File: config.mk
export PLATFORM = sky130hd
export DESIGN_NAME = swhc_rem
export DESIGN_NICKNAME = d
export VERILOG_FILES = /design/src/hw/rtl/swhc_pkg.sv /design/src/hw/rtl/swhc_rem.sv
export SDC_FILE = /design/constraint.sdc
export NUM_CORES = 1
export LEC_CHECK = 0
export ABC_AREA = 1
export BUFFER_PORTS_ARGS = -buffer_cell sky130_fd_sc_hd__buf_2
export CAP_MARGIN = 20
export CORE_ASPECT_RATIO = 1.25
export CORE_MARGIN = 5
export CORE_UTILIZATION = 52
export DETAILED_ROUTE_END_ITERATION = 12
export MAX_ROUTING_LAYER = met4
export PLACE_DENSITY = 0.69
export SLEW_MARGIN = 10
export SYNTH_ARGS = -nofsm -noshare
export SYNTH_HDL_FRONTEND = slang
export SYNTH_SLANG_ARGS = --single-unit
File: constraint.sdc
create_clock -name clk -period 3.95 [get_ports clk]
set_clock_uncertainty 0.05 [all_clocks]
set_input_delay 0.1975 -clock clk [delete_from_list [all_inputs] [get_ports clk]]
set_output_delay 0.1975 -clock clk [all_outputs]
set_load 0.005 [all_outputs]
File: src/hw/rtl/swhc_pkg.sv
// shared constants, types and state codes for the sliding window hit counter
`timescale 1ns / 1ps
package swhc_pkg;

	localparam int WINDOW = 300;
	localparam int TS_W   = 31;
	localparam int CNT_W  = 32;
	localparam int TOT_W  = 41;
	localparam int IDX_W  = $clog2(WINDOW);

	// reciprocal of WINDOW scaled by 2^RECIP_SH, rounded up
	localparam int RECIP_W  = 32;
	localparam int RECIP_SH = TS_W + IDX_W;
	localparam int QUO_W    = TS_W + RECIP_W - RECIP_SH;
	localparam logic [RECIP_W-1:0] RECIP_M =
		RECIP_W'(((64'd1 << RECIP_SH) + 64'(WINDOW) - 64'd1) / 64'(WINDOW));

	localparam logic OP_HIT   = 1'b0;
	localparam logic OP_QUERY = 1'b1;

	typedef struct packed {
		logic [TS_W-1:0]  stamp;
		logic [CNT_W-1:0] count;
	} entry_t;

	typedef enum logic [2:0] {
		ST_CLEAR,
		ST_IDLE,
		ST_MOD,
		ST_WRITE,
		ST_SCAN,
		ST_LAST
	} state_t;

endpackage

File: src/hw/rtl/swhc_rem.sv
// remainder of a timestamp by the window length through reciprocal multiplication
`timescale 1ns / 1ps
module swhc_rem
	import swhc_pkg::*;
(
	input  logic             clk,
	input  logic             arst_n,
	input  logic             start,
	input  logic [TS_W-1:0]  dividend,
	output logic             done,
	output logic [IDX_W-1:0] remainder
);

	logic                     vld_s1;
	logic                     done_q;
	logic [TS_W-1:0]          dvd_s1;
	logic [TS_W+RECIP_W-1:0]  prod_s1;
	logic [IDX_W-1:0]         rem_q;
	logic [QUO_W-1:0]         quo;
	logic [TS_W-1:0]          back;
	logic [TS_W-1:0]          rem_full;

	// quotient from the scaled product, then subtract quotient times window
	always_comb begin
		quo      = prod_s1[TS_W+RECIP_W-1:RECIP_SH];
		back     = TS_W'(quo) * TS_W'(WINDOW);
		rem_full = dvd_s1 - back;
	end

	always_ff @(posedge clk or negedge arst_n) begin
		if (!arst_n) begin
			vld_s1 <= 1'b0;
			done_q <= 1'b0;
		end else begin
			vld_s1 <= start;
			done_q <= vld_s1;
		end
	end

	always_ff @(posedge clk) begin
		if (start) begin
			dvd_s1  <= dividend;
			prod_s1 <= (TS_W + RECIP_W)'(dividend) * (TS_W + RECIP_W)'(RECIP_M);
		end
		if (vld_s1) begin
			rem_q <= rem_full[IDX_W-1:0];
		end
	end

	assign done      = done_q;
	assign remainder = rem_q;

endmodule

Word-level counts from Yosys, hierarchy flattened --
Index checks and enable logic that the tools add are counted.
Cells by class: multipliers 2, add/sub/neg operators 1
Operators with widths (count):
- $mul A31 B29 Y60 const B | 1
- $mul A23 B7 Y7 const B | 1
- $sub A9 B9 Y9 | 1
Storage, ports and cells: logic and storage cells 8, bits of input ports 34, register bits 80, output and inout bits 10

Depth between registers and ports, before layout --
depth in word-level cells 2, mapped depth 26

Least setup slack after synthesis --
OpenSTA, ideal clock, no wires.
path kind input to register, start in dividend[9], end reg prod_s1[45] (data pin), stages on the path 21, path slack -1799 ps, data arrival time 5446 ps, required time 3647 ps, setup time 253 ps, cell sequence inv_1 fa_1 fa_1 inv_1 fa_1 fa_1 fa_1 fa_1 fa_1 inv_1 fa_1 inv_1 ha_1 a21oi_1 nor2_1 o21ai_0 nand2_1 a21oi_1 nand3_1 nand2_1 nand2_1
Between the ends: longest elaborated chain between the ends 1
Ends and longest elaborated chain:
- start, declared | line swhc_rem.sv:9 | input logic [TS_W-1:0] dividend,
- $mul A31 B29 Y60 | line swhc_rem.sv:43 | prod_s1 <= (TS_W + RECIP_W)'(dividend) * (TS_W + RECIP_W)'(RECIP_M);
- end signal, assigned | line swhc_rem.sv:43
- end, declared | line swhc_rem.sv:17 | logic [TS_W+RECIP_W-1:0] prod_s1;
No other way between the ends. A chain may end at the register's enable or synchronous reset.

Worst setup path after layout --
start in dividend[8], end reg prod_s1[43] (data pin)
Same word-level chain as after synthesis.

==> run summary <==
status: finished, violations left
failing checks: negative setup slack
Total Routing Usage GR: 0.269
First DRT Iteration DRCs: 305
RSZ-0062 raised after global routing: yes
Syn. warnings: 0
Crit Path Class: in2reg
Finished Core Util: 0.632
Die Y: 193 microns
Port Buf Inserts: 43
placer congestion estimate: 0.974
maxcap violations: 0
total grt overflow: 0
Critical Path RT: 3930 ps
# DRC: 0
core area: 26,700 sq um
largest family of logic cells by synthesized area: adder cells
synth unique cells: 27
Area Growth Syn to Fin: 20.6%
Adder-Cell Fraction of Synth Area: 0.666
Nets: 2,377
CTS Buf Count: 3
synth top area cells: fa_1, ha_1, inv_1
Achievable Freq: 174 MHz
Clk Latency, worst-skew pair: 260 ps
most common cell after layout, fill and taps aside: inv_1
ant diodes: 0
post-synthesis sequential area ratio: 0.0573
most frequent cells in the layout: inv_1, fa_1, ha_1
Final setup viols: 7
worst hold path class: in2async
period utilisation layout: 1.46
Final min period: 5750 ps
area fraction in compound gates after synthesis: 0.0304
clk slew on worst S/H paths: 70 ps
# clock sinks: 27
Detail Placement HPWL: 34,500 microns
worst slew pin tran: 430 ps
Post-Syn Nets: 2,140
count of pins over their slew limit: 0
first-pass GRT wire length: 61,400 microns
ANT nets after route: 0
Hold Slack: 187 ps
Mapped Area: 14,000 sq um
mux share of post-synthesis cell area: 0
largest net degree at the start of global routing: 18
clock root buffer: clkbuf_16
placed cells: 2,092
Pre-Repair DR Iteration Count: 4
final-layout fill cell count: 2,271
Crit. End Element: flop
IO Pins: 44
Worst EP arrival: 5730 ps
post-synthesis simple-gate area fraction: 0.0947
Final WS setup: -1800 ps
Finished Layout Cells: 2,115
die width: 157 microns
Post-Syn Area per Cell: 9.12 sq um
row cnt: 67
Critical Path Fanout Max: 4
drt via density: 4.96
Fin. Hold Viols: 0
Avg WL per Cell: 17.6 microns
CTS tree: done
XOR/XNOR share of the synthesized area: 0.0125
Place WS: -2280 ps
Post-Route WL: 37,200 microns
cell count after synthesis: 1,534
Die ar.: 30,300 sq um
initial antenna violation count: 0
post-synth top area share: 0.411
startpoint types: input port
number of global-route vias before repair: 12.2k
slew margin rel.: 0.713
Yosys reg bits: 27
Max clock buf depth: 2
Initial Utilization: 0.525
biggest area consumer among synthesized cells: fa_1
layout cell share with drive strength beyond 1: 0.205
H-tree Lvls: 1
DR vias: 10.5k
==> layout make-up <==
| type | count | area [sq um] | area share |
|---|---|---|---|
| Multi-Input combinational cell | 988 | 11800 | 0.702 |
| Inverter | 519 | 1980 | 0.117 |
| Timing Repair Buffer | 232 | 1740 | 0.103 |
| Sequential cell | 27 | 801 | 0.0475 |
| Tap cell | 345 | 432 | 0.0256 |
| Clock buffer | 3 | 75.1 | 0.00445 |
| Clock inverter | 1 | 7.51 | 0.000445 |
==> path summary, 6_finish.rpt <==
check	start	endpoint	slack, ps	depth (start not counted)
min	arst_n	done$_DFF_PN0_	190	2
max reg2reg	prod_s1[42]$_DFFE_PP_	remainder[8]$_DFFE_PP_	860	12
min in group clk	start	vld_s1$_DFF_PN0_	240	1
max	dividend[8]	prod_s1[43]$_DFFE_PP_	-1800	21
min reg2reg	dvd_s1[0]$_DFFE_PP_	remainder[0]$_DFFE_PP_	370	0
max in group asynchronous	arst_n	vld_s1$_DFF_PN0_	3570	2
==> cells in the mapped netlist, drive strengths merged <==
library cell	instances
dfrtp	2
a21o	7
o21bai	8
o21ai	18
nor4	2
a21boi	1
xnor2	7
nand2	198
nor2	69
edfxtp	25
nor3b	1
nor3	4
inv	519
xor2	13
fa	287
nand4	7
and2	1
ha	285
a21oi	43
or2	1
nand3	32
nand3b	4
==> stage by stage <==
stage          instance area, sq um  TNS (ps)
2_1_floorplan                 14100    -11210
4_1_cts                       16500    -12210
3_3_place_gp                  16000    -15270
5_1_grt                       16900    -13510
3_5_place_dp                  16000    -15600
6_report                      16900    -12190
==> cell families after synthesis <==
family          after synthesis
compound gates               77
xor+xnor                     20
fa+ha+maj                   572
buf+inv                     519
flops                        27
simple gates                319
==> routing by layer <==
layer  vias to the layer above  track usage  wire length [microns]
li1                       5028            -                      -
met1                      5203        0.305                  14400
met2                       196        0.511                  20700
met3                        57       0.0130                    891
met4                         0       0.0720                   1290
met5                         -            -                      0
==> registers in the layout (all words and copies together) (netlist names) <==
register / count
done: 1
dvd_s1: 9
prod_s1: 7
remainder: 9
vld_s1: 1
==> critical path: stages <==
cell        delay [ps]
buf_8               80
clkinvlp_4         180
fa_1               550
fa_2               550
inv_2               40
fa_1               500
fa_1               430
fa_1               520
fa_2               460
fa_1               520
inv_2               50
fa_1               510
inv_2               40
ha_4               300
nand2_4             60
nor2_4             120
nand3_2            120
nor3_4             240
nand3_2            110
nand4_1             90
nand2_1             50
==> timing repair <==
action | in CTS | in global routing
gates cloned | 0 | 0
pin swaps | 48 | 50
buffers inserted | 12 | 6
setup endpoints to repair | 7 | 7
hold buffers | 1 | 0
endpoints found under the hold margin | 2 | 0
gates resized for setup | 91 | 55
Power is not shown: default switching activity piles up to over one toggle a cycle in this logic, so the estimate is an artifact.
